`src/rtl/sle_pkg.sv`:
```
package sle_pkg;

   // default list depth
   localparam int SLE_DEPTH = 16;

   // field widths fixed by the request and response formats
   localparam int KIND_W   = 3;
   localparam int VALUE_W  = 32;
   localparam int INDEX_W  = 4;
   localparam int STATUS_W = 2;
   localparam int FIDX_W   = 4;
   localparam int COUNT_W  = 5;

   typedef logic [KIND_W-1:0]          kind_type;
   typedef logic signed [VALUE_W-1:0]  value_type;
   typedef logic [INDEX_W-1:0]         index_type;
   typedef logic [STATUS_W-1:0]        status_type;
   typedef logic [FIDX_W-1:0]          fidx_type;
   typedef logic [COUNT_W-1:0]         count_type;

   // operation kinds
   localparam kind_type KIND_APPEND = 3'd0;
   localparam kind_type KIND_INSERT = 3'd1;
   localparam kind_type KIND_REMOVE = 3'd2;
   localparam kind_type KIND_SEARCH = 3'd3;
   localparam kind_type KIND_READ   = 3'd4;
   localparam kind_type KIND_CLEAR  = 3'd5;

   // status codes
   localparam status_type ST_OK        = 2'd0;
   localparam status_type ST_FULL      = 2'd1;
   localparam status_type ST_NOT_FOUND = 2'd2;
   localparam status_type ST_RANGE     = 2'd3;

endpackage

```
`src/rtl/sle_if.sv`:
```
interface sle_req_if import sle_pkg::*; ();
   logic      valid;
   logic      ready;
   kind_type  kind;
   value_type value;
   index_type index;

   modport source (output valid, output kind, output value, output index, input ready);
   modport sink   (input valid, input kind, input value, input index, output ready);
endinterface

interface sle_rsp_if import sle_pkg::*; ();
   logic       valid;
   logic       ready;
   status_type status;
   fidx_type   found_index;
   value_type  item_value;
   count_type  count;

   modport source (output valid, output status, output found_index, output item_value,
                   output count, input ready);
   modport sink   (input valid, input status, input found_index, input item_value,
                   input count, output ready);
endinterface

```
`src/rtl/sequential_list_engine.sv`:
```
// channel   dir  handshake        payload
// req_chan  in   valid / ready    kind, value, index
// rsp_chan  out  valid / ready    status, found_index, item_value, count
//
// one request at a time; req_chan.ready is high only while the sequencer is idle
// append, clear, unused kinds and full or out-of-range cases: dispatch, then finish
// read: dispatch, read, finish; search: a scan of one entry per cycle over the single
// read port of the entry memory; remove and insert front add a move step per entry
// moved plus a flush and a closing step (only the closing step when nothing moves),
// since each move is one read and one write
// reset (synchronous, active high) empties the list; entry storage is not cleared
// a stalled response holds in the output register; the sequencer waits for it to drain

module sequential_list_engine
   import sle_pkg::*;
#(
   parameter int DEPTH = SLE_DEPTH
) (
   input  logic          clock,
   input  logic          reset,
   sle_req_if.sink       req_chan,
   sle_rsp_if.source     rsp_chan
);

   localparam int AW = (DEPTH > 1) ? $clog2(DEPTH) : 1;   // entry address width
   localparam int CW = $clog2(DEPTH + 1);                 // count width, holds DEPTH
   localparam int XW = (CW > INDEX_W) ? CW : INDEX_W;     // width for index compare

   // sequencer states
   localparam logic [2:0] S_IDLE     = 3'd0;
   localparam logic [2:0] S_DISPATCH = 3'd1;
   localparam logic [2:0] S_READ     = 3'd2;
   localparam logic [2:0] S_SCAN     = 3'd3;
   localparam logic [2:0] S_MOVE     = 3'd4;
   localparam logic [2:0] S_FINISH   = 3'd5;

   // entry storage, one read and one write port
   logic [VALUE_W-1:0] mem_ff [DEPTH];
   logic [VALUE_W-1:0] rd_data_ff;
   logic [AW-1:0]      rd_addr;
   logic               wr_en;
   logic [AW-1:0]      wr_addr;
   logic [VALUE_W-1:0] wr_data;

   // sequencer and list state
   logic [2:0]    state_ff, state_in;
   logic [CW-1:0] count_ff, count_in;
   kind_type      kind_ff, kind_in;
   value_type     value_ff, value_in;
   index_type     index_ff, index_in;

   // scan pipeline: ptr is next address to read, cmp tags the data now in rd_data_ff
   logic [CW-1:0] ptr_ff, ptr_in;
   logic          cmp_vld_ff, cmp_vld_in;
   logic [AW-1:0] cmp_addr_ff, cmp_addr_in;

   // move engine: read src, write the data at dst in the next cycle
   logic [AW-1:0] src_ff, src_in;
   logic [AW-1:0] dst_ff, dst_in;
   logic [CW-1:0] moves_ff, moves_in;
   logic          up_ff, up_in;
   logic          pend_ff, pend_in;

   // result held until the output register is free
   status_type    res_status_ff, res_status_in;
   logic [AW-1:0] res_fidx_ff, res_fidx_in;
   value_type     res_ival_ff, res_ival_in;

   // output register
   logic          rsp_valid_ff, rsp_valid_in;
   status_type    rsp_status_ff, rsp_status_in;
   fidx_type      rsp_fidx_ff, rsp_fidx_in;
   value_type     rsp_ival_ff, rsp_ival_in;
   count_type     rsp_count_ff, rsp_count_in;

   logic          accept;
   logic          out_free;
   logic          full;
   logic [XW-1:0] idx_x;
   logic [XW-1:0] cnt_x;
   logic          match;

   assign accept   = req_chan.valid && req_chan.ready;
   assign out_free = !rsp_valid_ff || rsp_chan.ready;
   assign full     = (count_ff == CW'(DEPTH));
   assign idx_x    = XW'(index_ff);
   assign cnt_x    = XW'(count_ff);
   assign match    = cmp_vld_ff && (rd_data_ff == value_ff);

   assign req_chan.ready       = (state_ff == S_IDLE);
   assign rsp_chan.valid       = rsp_valid_ff;
   assign rsp_chan.status      = rsp_status_ff;
   assign rsp_chan.found_index = rsp_fidx_ff;
   assign rsp_chan.item_value  = rsp_ival_ff;
   assign rsp_chan.count       = rsp_count_ff;

   always_comb begin
      state_in      = state_ff;
      count_in      = count_ff;
      kind_in       = kind_ff;
      value_in      = value_ff;
      index_in      = index_ff;
      ptr_in        = ptr_ff;
      cmp_vld_in    = 1'b0;
      cmp_addr_in   = cmp_addr_ff;
      src_in        = src_ff;
      dst_in        = dst_ff;
      moves_in      = moves_ff;
      up_in         = up_ff;
      pend_in       = pend_ff;
      res_status_in = res_status_ff;
      res_fidx_in   = res_fidx_ff;
      res_ival_in   = res_ival_ff;
      rsp_valid_in  = rsp_valid_ff && !rsp_chan.ready;
      rsp_status_in = rsp_status_ff;
      rsp_fidx_in   = rsp_fidx_ff;
      rsp_ival_in   = rsp_ival_ff;
      rsp_count_in  = rsp_count_ff;
      rd_addr       = ptr_ff[AW-1:0];
      wr_en         = 1'b0;
      wr_addr       = src_ff;
      wr_data       = value_ff;

      case (state_ff)
         S_IDLE: begin
            if (accept) begin
               kind_in  = req_chan.kind;
               value_in = req_chan.value;
               index_in = req_chan.index;
               state_in = S_DISPATCH;
            end
         end

         S_DISPATCH: begin
            res_status_in = ST_OK;
            res_fidx_in   = '0;
            res_ival_in   = '0;
            state_in      = S_FINISH;
            case (kind_ff)
               KIND_APPEND: begin
                  if (full) begin
                     res_status_in = ST_FULL;
                  end else begin
                     wr_en    = 1'b1;
                     wr_addr  = count_ff[AW-1:0];
                     wr_data  = value_ff;
                     count_in = count_ff + 1'b1;
                  end
               end
               KIND_INSERT: begin
                  if (full) begin
                     res_status_in = ST_FULL;
                  end else begin
                     // shift entries up, highest first
                     moves_in = count_ff;
                     src_in   = AW'(count_ff - 1'b1);
                     up_in    = 1'b1;
                     pend_in  = 1'b0;
                     state_in = S_MOVE;
                  end
               end
               KIND_REMOVE, KIND_SEARCH: begin
                  ptr_in   = '0;
                  state_in = S_SCAN;
               end
               KIND_READ: begin
                  if (idx_x >= cnt_x) begin
                     res_status_in = ST_RANGE;
                  end else begin
                     rd_addr  = idx_x[AW-1:0];
                     state_in = S_READ;
                  end
               end
               KIND_CLEAR: begin
                  count_in = '0;
               end
               default: begin
               end
            endcase
         end

         S_READ: begin
            res_ival_in = rd_data_ff;
            state_in    = S_FINISH;
         end

         S_SCAN: begin
            if (match) begin
               res_fidx_in = cmp_addr_ff;
               res_ival_in = rd_data_ff;
               if (kind_ff == KIND_REMOVE) begin
                  // close the gap above the match, lowest first
                  moves_in = count_ff - 1'b1 - CW'(cmp_addr_ff);
                  src_in   = cmp_addr_ff + 1'b1;
                  up_in    = 1'b0;
                  pend_in  = 1'b0;
                  state_in = S_MOVE;
               end else begin
                  state_in = S_FINISH;
               end
            end else if (ptr_ff < count_ff) begin
               rd_addr     = ptr_ff[AW-1:0];
               cmp_vld_in  = 1'b1;
               cmp_addr_in = ptr_ff[AW-1:0];
               ptr_in      = ptr_ff + 1'b1;
            end else begin
               res_status_in = ST_NOT_FOUND;
               state_in      = S_FINISH;
            end
         end

         S_MOVE: begin
            if (pend_ff) begin
               wr_en   = 1'b1;
               wr_addr = dst_ff;
               wr_data = rd_data_ff;
            end
            if (moves_ff != '0) begin
               rd_addr  = src_ff;
               pend_in  = 1'b1;
               dst_in   = up_ff ? src_ff + 1'b1 : src_ff - 1'b1;
               src_in   = up_ff ? src_ff - 1'b1 : src_ff + 1'b1;
               moves_in = moves_ff - 1'b1;
            end else begin
               pend_in = 1'b0;
               if (!pend_ff) begin
                  if (up_ff) begin
                     // new value at the front
                     wr_en    = 1'b1;
                     wr_addr  = '0;
                     wr_data  = value_ff;
                     count_in = count_ff + 1'b1;
                  end else begin
                     count_in = count_ff - 1'b1;
                  end
                  state_in = S_FINISH;
               end
            end
         end

         S_FINISH: begin
            if (out_free) begin
               rsp_valid_in  = 1'b1;
               rsp_status_in = res_status_ff;
               rsp_fidx_in   = FIDX_W'(res_fidx_ff);
               rsp_ival_in   = res_ival_ff;
               rsp_count_in  = COUNT_W'(count_ff);
               state_in      = S_IDLE;
            end
         end

         default: begin
            state_in = S_IDLE;
         end
      endcase
   end

   // entry memory
   always_ff @(posedge clock) begin
      if (wr_en) begin
         mem_ff[wr_addr] <= wr_data;
      end
      rd_data_ff <= mem_ff[rd_addr];
   end

   // control state
   always_ff @(posedge clock) begin
      if (reset) begin
         state_ff     <= S_IDLE;
         count_ff     <= '0;
         cmp_vld_ff   <= 1'b0;
         pend_ff      <= 1'b0;
         rsp_valid_ff <= 1'b0;
      end else begin
         state_ff     <= state_in;
         count_ff     <= count_in;
         cmp_vld_ff   <= cmp_vld_in;
         pend_ff      <= pend_in;
         rsp_valid_ff <= rsp_valid_in;
      end
   end

   // payload registers
   always_ff @(posedge clock) begin
      kind_ff       <= kind_in;
      value_ff      <= value_in;
      index_ff      <= index_in;
      ptr_ff        <= ptr_in;
      cmp_addr_ff   <= cmp_addr_in;
      src_ff        <= src_in;
      dst_ff        <= dst_in;
      moves_ff      <= moves_in;
      up_ff         <= up_in;
      res_status_ff <= res_status_in;
      res_fidx_ff   <= res_fidx_in;
      res_ival_ff   <= res_ival_in;
      rsp_status_ff <= rsp_status_in;
      rsp_fidx_ff   <= rsp_fidx_in;
      rsp_ival_ff   <= rsp_ival_in;
      rsp_count_ff  <= rsp_count_in;
   end

endmodule
```
`src/flat_wrapper.sv`:
```
// flat-port wrapper written by rule: the top's interface ports become plain ports
module sequential_list_engine_flat import sle_pkg::*;
#(
   parameter int DEPTH = SLE_DEPTH
)
  (clock, reset, req_chan_valid, req_chan_kind, req_chan_value, req_chan_index, req_chan_ready, rsp_chan_valid, rsp_chan_status, rsp_chan_found_index, rsp_chan_item_value, rsp_chan_count, rsp_chan_ready);
  sle_req_if req_chan_i ();
  sle_rsp_if rsp_chan_i ();
  input  logic clock;
  input  logic reset;
  input wire logic [$bits(req_chan_i.valid)-1:0] req_chan_valid;
  input wire logic [$bits(req_chan_i.kind)-1:0] req_chan_kind;
  input wire logic [$bits(req_chan_i.value)-1:0] req_chan_value;
  input wire logic [$bits(req_chan_i.index)-1:0] req_chan_index;
  output wire logic [$bits(req_chan_i.ready)-1:0] req_chan_ready;
  output wire logic [$bits(rsp_chan_i.valid)-1:0] rsp_chan_valid;
  output wire logic [$bits(rsp_chan_i.status)-1:0] rsp_chan_status;
  output wire logic [$bits(rsp_chan_i.found_index)-1:0] rsp_chan_found_index;
  output wire logic [$bits(rsp_chan_i.item_value)-1:0] rsp_chan_item_value;
  output wire logic [$bits(rsp_chan_i.count)-1:0] rsp_chan_count;
  input wire logic [$bits(rsp_chan_i.ready)-1:0] rsp_chan_ready;
  assign req_chan_i.valid = req_chan_valid;
  assign req_chan_i.kind = req_chan_kind;
  assign req_chan_i.value = req_chan_value;
  assign req_chan_i.index = req_chan_index;
  assign req_chan_ready = req_chan_i.ready;
  assign rsp_chan_valid = rsp_chan_i.valid;
  assign rsp_chan_status = rsp_chan_i.status;
  assign rsp_chan_found_index = rsp_chan_i.found_index;
  assign rsp_chan_item_value = rsp_chan_i.item_value;
  assign rsp_chan_count = rsp_chan_i.count;
  assign rsp_chan_i.ready = rsp_chan_ready;
  sequential_list_engine #(.DEPTH(DEPTH)) u_core (.clock(clock), .reset(reset), .req_chan(req_chan_i), .rsp_chan(rsp_chan_i));
endmodule
```
`config.mk`:
```
export PLATFORM = sky130hd
export DESIGN_NAME = sequential_list_engine_flat
export DESIGN_NICKNAME = d
export VERILOG_FILES = /design/src/rtl/sle_pkg.sv /design/src/rtl/sle_if.sv /design/src/rtl/sequential_list_engine.sv /design/src/flat_wrapper.sv
export SDC_FILE = /design/constraint.sdc
export NUM_CORES = 1
export LEC_CHECK = 0
export BUFFER_PORTS_ARGS = -buffer_cell sky130_fd_sc_hd__buf_2
export CAP_MARGIN = 20
export CELL_PAD_IN_SITES_DETAIL_PLACEMENT = 0
export CELL_PAD_IN_SITES_GLOBAL_PLACEMENT = 1
export CORE_MARGIN = 10
export CORE_UTILIZATION = 45
export CTS_BUF_LIST = sky130_fd_sc_hd__clkbuf_2 sky130_fd_sc_hd__clkbuf_4 sky130_fd_sc_hd__clkbuf_8
export DETAILED_ROUTE_END_ITERATION = 7
export HOLD_SLACK_MARGIN = 0.02
export PLACE_DENSITY_LB_ADDON = 0.1
export RECOVER_POWER = 100
export SYNTH_ARGS = -nofsm -noshare
export SYNTH_HDL_FRONTEND = slang
export SYNTH_SLANG_ARGS = --single-unit
```
`constraint.sdc`:
```
create_clock -name clock -period 5.5 [get_ports clock]
set_clock_uncertainty 0.15 [all_clocks]
set_input_delay 0.275 -clock clock [delete_from_list [all_inputs] [get_ports clock]]
set_output_delay 0.275 -clock clock [all_outputs]
set_load 0.02 [all_outputs]
```
==> run_results.csv <==
group,metric,value,unit
status,status,"finished with violations",
status,violations,"max-capacitance violations, max-slew violations",
timing,finalHoldViolations,0,
timing,final.setup.tns,0,ps
global_routing,grt_usage,19.5,%
setup_path,startpoint_type,"flop",
pwr,p_int,10.5,mW
setup_path,critPathMaxFanout,14,
routing,num_vias,14789,
routing,via_per_inst,5.50,
synth,synth_edf_count,655,
synth,synthMuxAreaShare,11.0,%
layout,finish.utilization,52.5,%
timing,drv_slew,138,
synth,yosysWarnings,0,
layout,drive_gt1_share,15.8,%
setup_path,path_class,"flop to flop",
pwr,finalPower,15.2,mW
clocking,clock_latency,720,ps
global_routing,first_global_vias,14950,
run,max_cap_violations,5,
layout,final_net_count,1873,
die,dieArea,71000,µm²
layout,final_common_cell,"edfxtp_1",
clocking,post-cts-setup-buffers,0,
synth,synthSimpleGateAreaFrac,4.41,%
timing,worstMarginPinSlew,3270,ps
clocking,h-tree-depth,3,
layout,instances_no_fill,2690,
routing,drtIter0Drc,1199,
pwr,swShare,30.9,%
routing,wl_per_cell,25.6,µm
pwr,p_switching,4.69,mW
global_routing,grt_max_degree,50,
routing,drt_wl_total,68700,µm
setup_path,endpoint_kind,"flop",
global_routing,grt_remaining_overflow,0,
synth,syn_inst,1588,
timing,setup_viol,0,
placement,dpl_cell_area,29100,µm²
worst_hold_path,hold_class,"primary input to flop",
pwr,sequentialPowerShare,46.0,%
layout,final_cell_mix,"edfxtp_1 (655), mux2i_1 (263), o22ai_1 (129), clkbuf_8 (129), clkbuf_1 (57)",
die,core,60200,µm²
setup_path,crit_arrival,5100,ps
setup_path,cp-startpoint,"u_core.cnt_x[0]",
synth,avgSynthCellArea,17.2,µm²
timing,timing.hold.ws,118,ps
timing,max_freq,0.205,GHz
synth,syn_nets,1653,
synth,synth_area,27300,µm²
pwr,ir_drop,0.262,mV
placement,place_ws,848,ps
setup_path,rr_startpoint,"u_core.cnt_x[0]",
synth,synthFlopType,"edfxtp_1",
placement,placed_cells,2435,
die,initial_utilization,45.4,%
synth,seq_area_frac_synth,75.1,%
setup_path,cp_slowest_cell,"nor2_2",
clocking,cts-root-buf,"clkbuf_8",
timing,fin_ws,620,ps
die,ioPinCount,88,
synth,yosysUniqueCellTypes,55,
timing,period_needed,4880,ps
global_routing,grt_pass1_wl,101000,µm
global_routing,grt_antenna_before_repair,1,
timing,fin_crit_sh,88.7,%
routing,drcViolationCount,0,
placement,port_buffers,87,
pwr,power_density,480,nW/µm²
layout,area_delta_synth_final,15.8,%
die,die_h,266,µm
clocking,cts_max_path_buffers,3,
clocking,cts_made_buffers,112,
timing,slew_headroom,-118,%
synth,ys_async_sr_fraction,0,%
routing,dr.pass1.iters,7,
synth,synth_compound_area_share,4.85,%
timing,rsz0062_at_grt,"no",
setup_path,crit_chain,"clkbuf_1 -> inv_1 -> ha_1 -> and3_1 -> nor4_1 -> nor2_1 -> or3_1 -> a222oi_1 -> nand2b_1 -> nor2_2 -> clkbuf_2",
worst_hold_path,worstHoldStart,"req_chan_value[1]",
die,row_count,90,
die,die_w,266,µm
setup_path,max_stage_delay,900,ps
synth,ys_ff_latch,698,
pwr,power_frac_clock,29.9,%
clocking,clock-sinks,698,
synth,synth-xor-area-share,1.63,%
clocking,cts_tree,"done",
clocking,clk_pin_slew,60,ps
pwr,pwr-share-comb,24.2,%
placement,gp_congestion,0.800,
synth,synth_top_family_by_area,"multiplexers",
synth,synthTopCellsByArea,"edfxtp_1 (72%), mux2i_1 (9.6%), dfxtp_1 (3.1%)",
placement,place_hpwl,41500,µm
pwr,p_leak,11.3,nW
synth,synth_adder_area_share,1.03,%
synth,synth_top_area_share,72.0,%
synth,synth_top_area_cell,"edfxtp_1",
layout,design_area,31700,µm²
setup_path,crit_required,5720,ps
routing,drtAntennaViolNets,0,
-- state kept, by name, summed over array words and instances (netlist names), 32 cells and up --
register,cells
u_core.mem_ff,512
u_core.rd_data_ff,32
u_core.res_ival_ff,32
u_core.rsp_chan.item_value,32
u_core.value_ff,32
-- power by group through the flow --
stage	Clock [mW]	Sequential, mW	Combinational, mW
floorplan	0	6.96	2.50
global placement	0	7.07	3.71
detailed placement	0	7.08	3.75
CTS	4.66	6.97	3.78
global route	4.90	7.04	3.96
finish	4.54	6.99	3.68
-- logic make-up after synthesis --
kind of cell,after synthesis
and+or+nand+nor,217
adders and majority gates,22
buffers and inverters,101
AOI/OAI and AO/OA,204
xor gates and xnor gates,51
DFF,698
muxes,295
-- synth_stat cells (all sizes together) (5+ instances only) --
cell type	count
mux2i	263
mux2	32
and2	35
nand2	24
ha	21
o21ai	15
xor2	41
clkbuf	24
o221ai	5
nor2	49
dfxtp	43
nor3	14
a22oi	7
buf	52
nor4	8
edfxtp	655
inv	25
nand3	18
nand2b	8
a21oi	19
nor2b	7
or4	32
xnor2	10
o22ai	129
-- per-layer routing --
metal | vias up | wire length (µm) | track usage [%]
li1 | 6751 | - | -
met1 | 7521 | 32400 | 27.7
met2 | 409 | 31200 | 29.8
met3 | 108 | 3380 | 3.68
met4 | 0 | 1720 | 6.13
met5 | - | 0 | 0
-- worst max-delay path: cells and delay by family (launching register included) --
family	cells	cell delay, ps
buffers and inverters	3	900
adder cells (fa/ha/maj)	1	210
flip-flops	1	470
AO/OA/AOI/OAI	1	560
AND/OR/NAND/NOR	6	2270
-- cell type report --
type                    instances  area (µm²)
fillers                      4971       28600
flip-flops and latches        698       20500
multi-input cells             789        6360
clock buffers                 171        2090
repair buffers                182        1340
well taps                     782         978
clock inverters                42         251
inverters                      25        93.8
diodes                          1        2.50
-- path summary, 6_finish.rpt --
| kind | endpoint | slack [ps] | cells past startpoint |
|---|---|---|---|
| min reg2reg | u_core.rsp_chan.item_value[6] | 260 | 0 |
| min | u_core.value_ff[1] | 120 | 2 |
| max reg2reg | u_core.mem_ff[5][6] | 620 | 11 |
| max | u_core.mem_ff[5][6] | 620 | 11 |
-- what timing repair did --
action                                  CTS  global route
hold endpoints to repair                 50             0
hold buffers                             41             0
resized for setup                         0             0
endpoints found under the setup margin    0             0
Power figures use the tool's default switching activity.
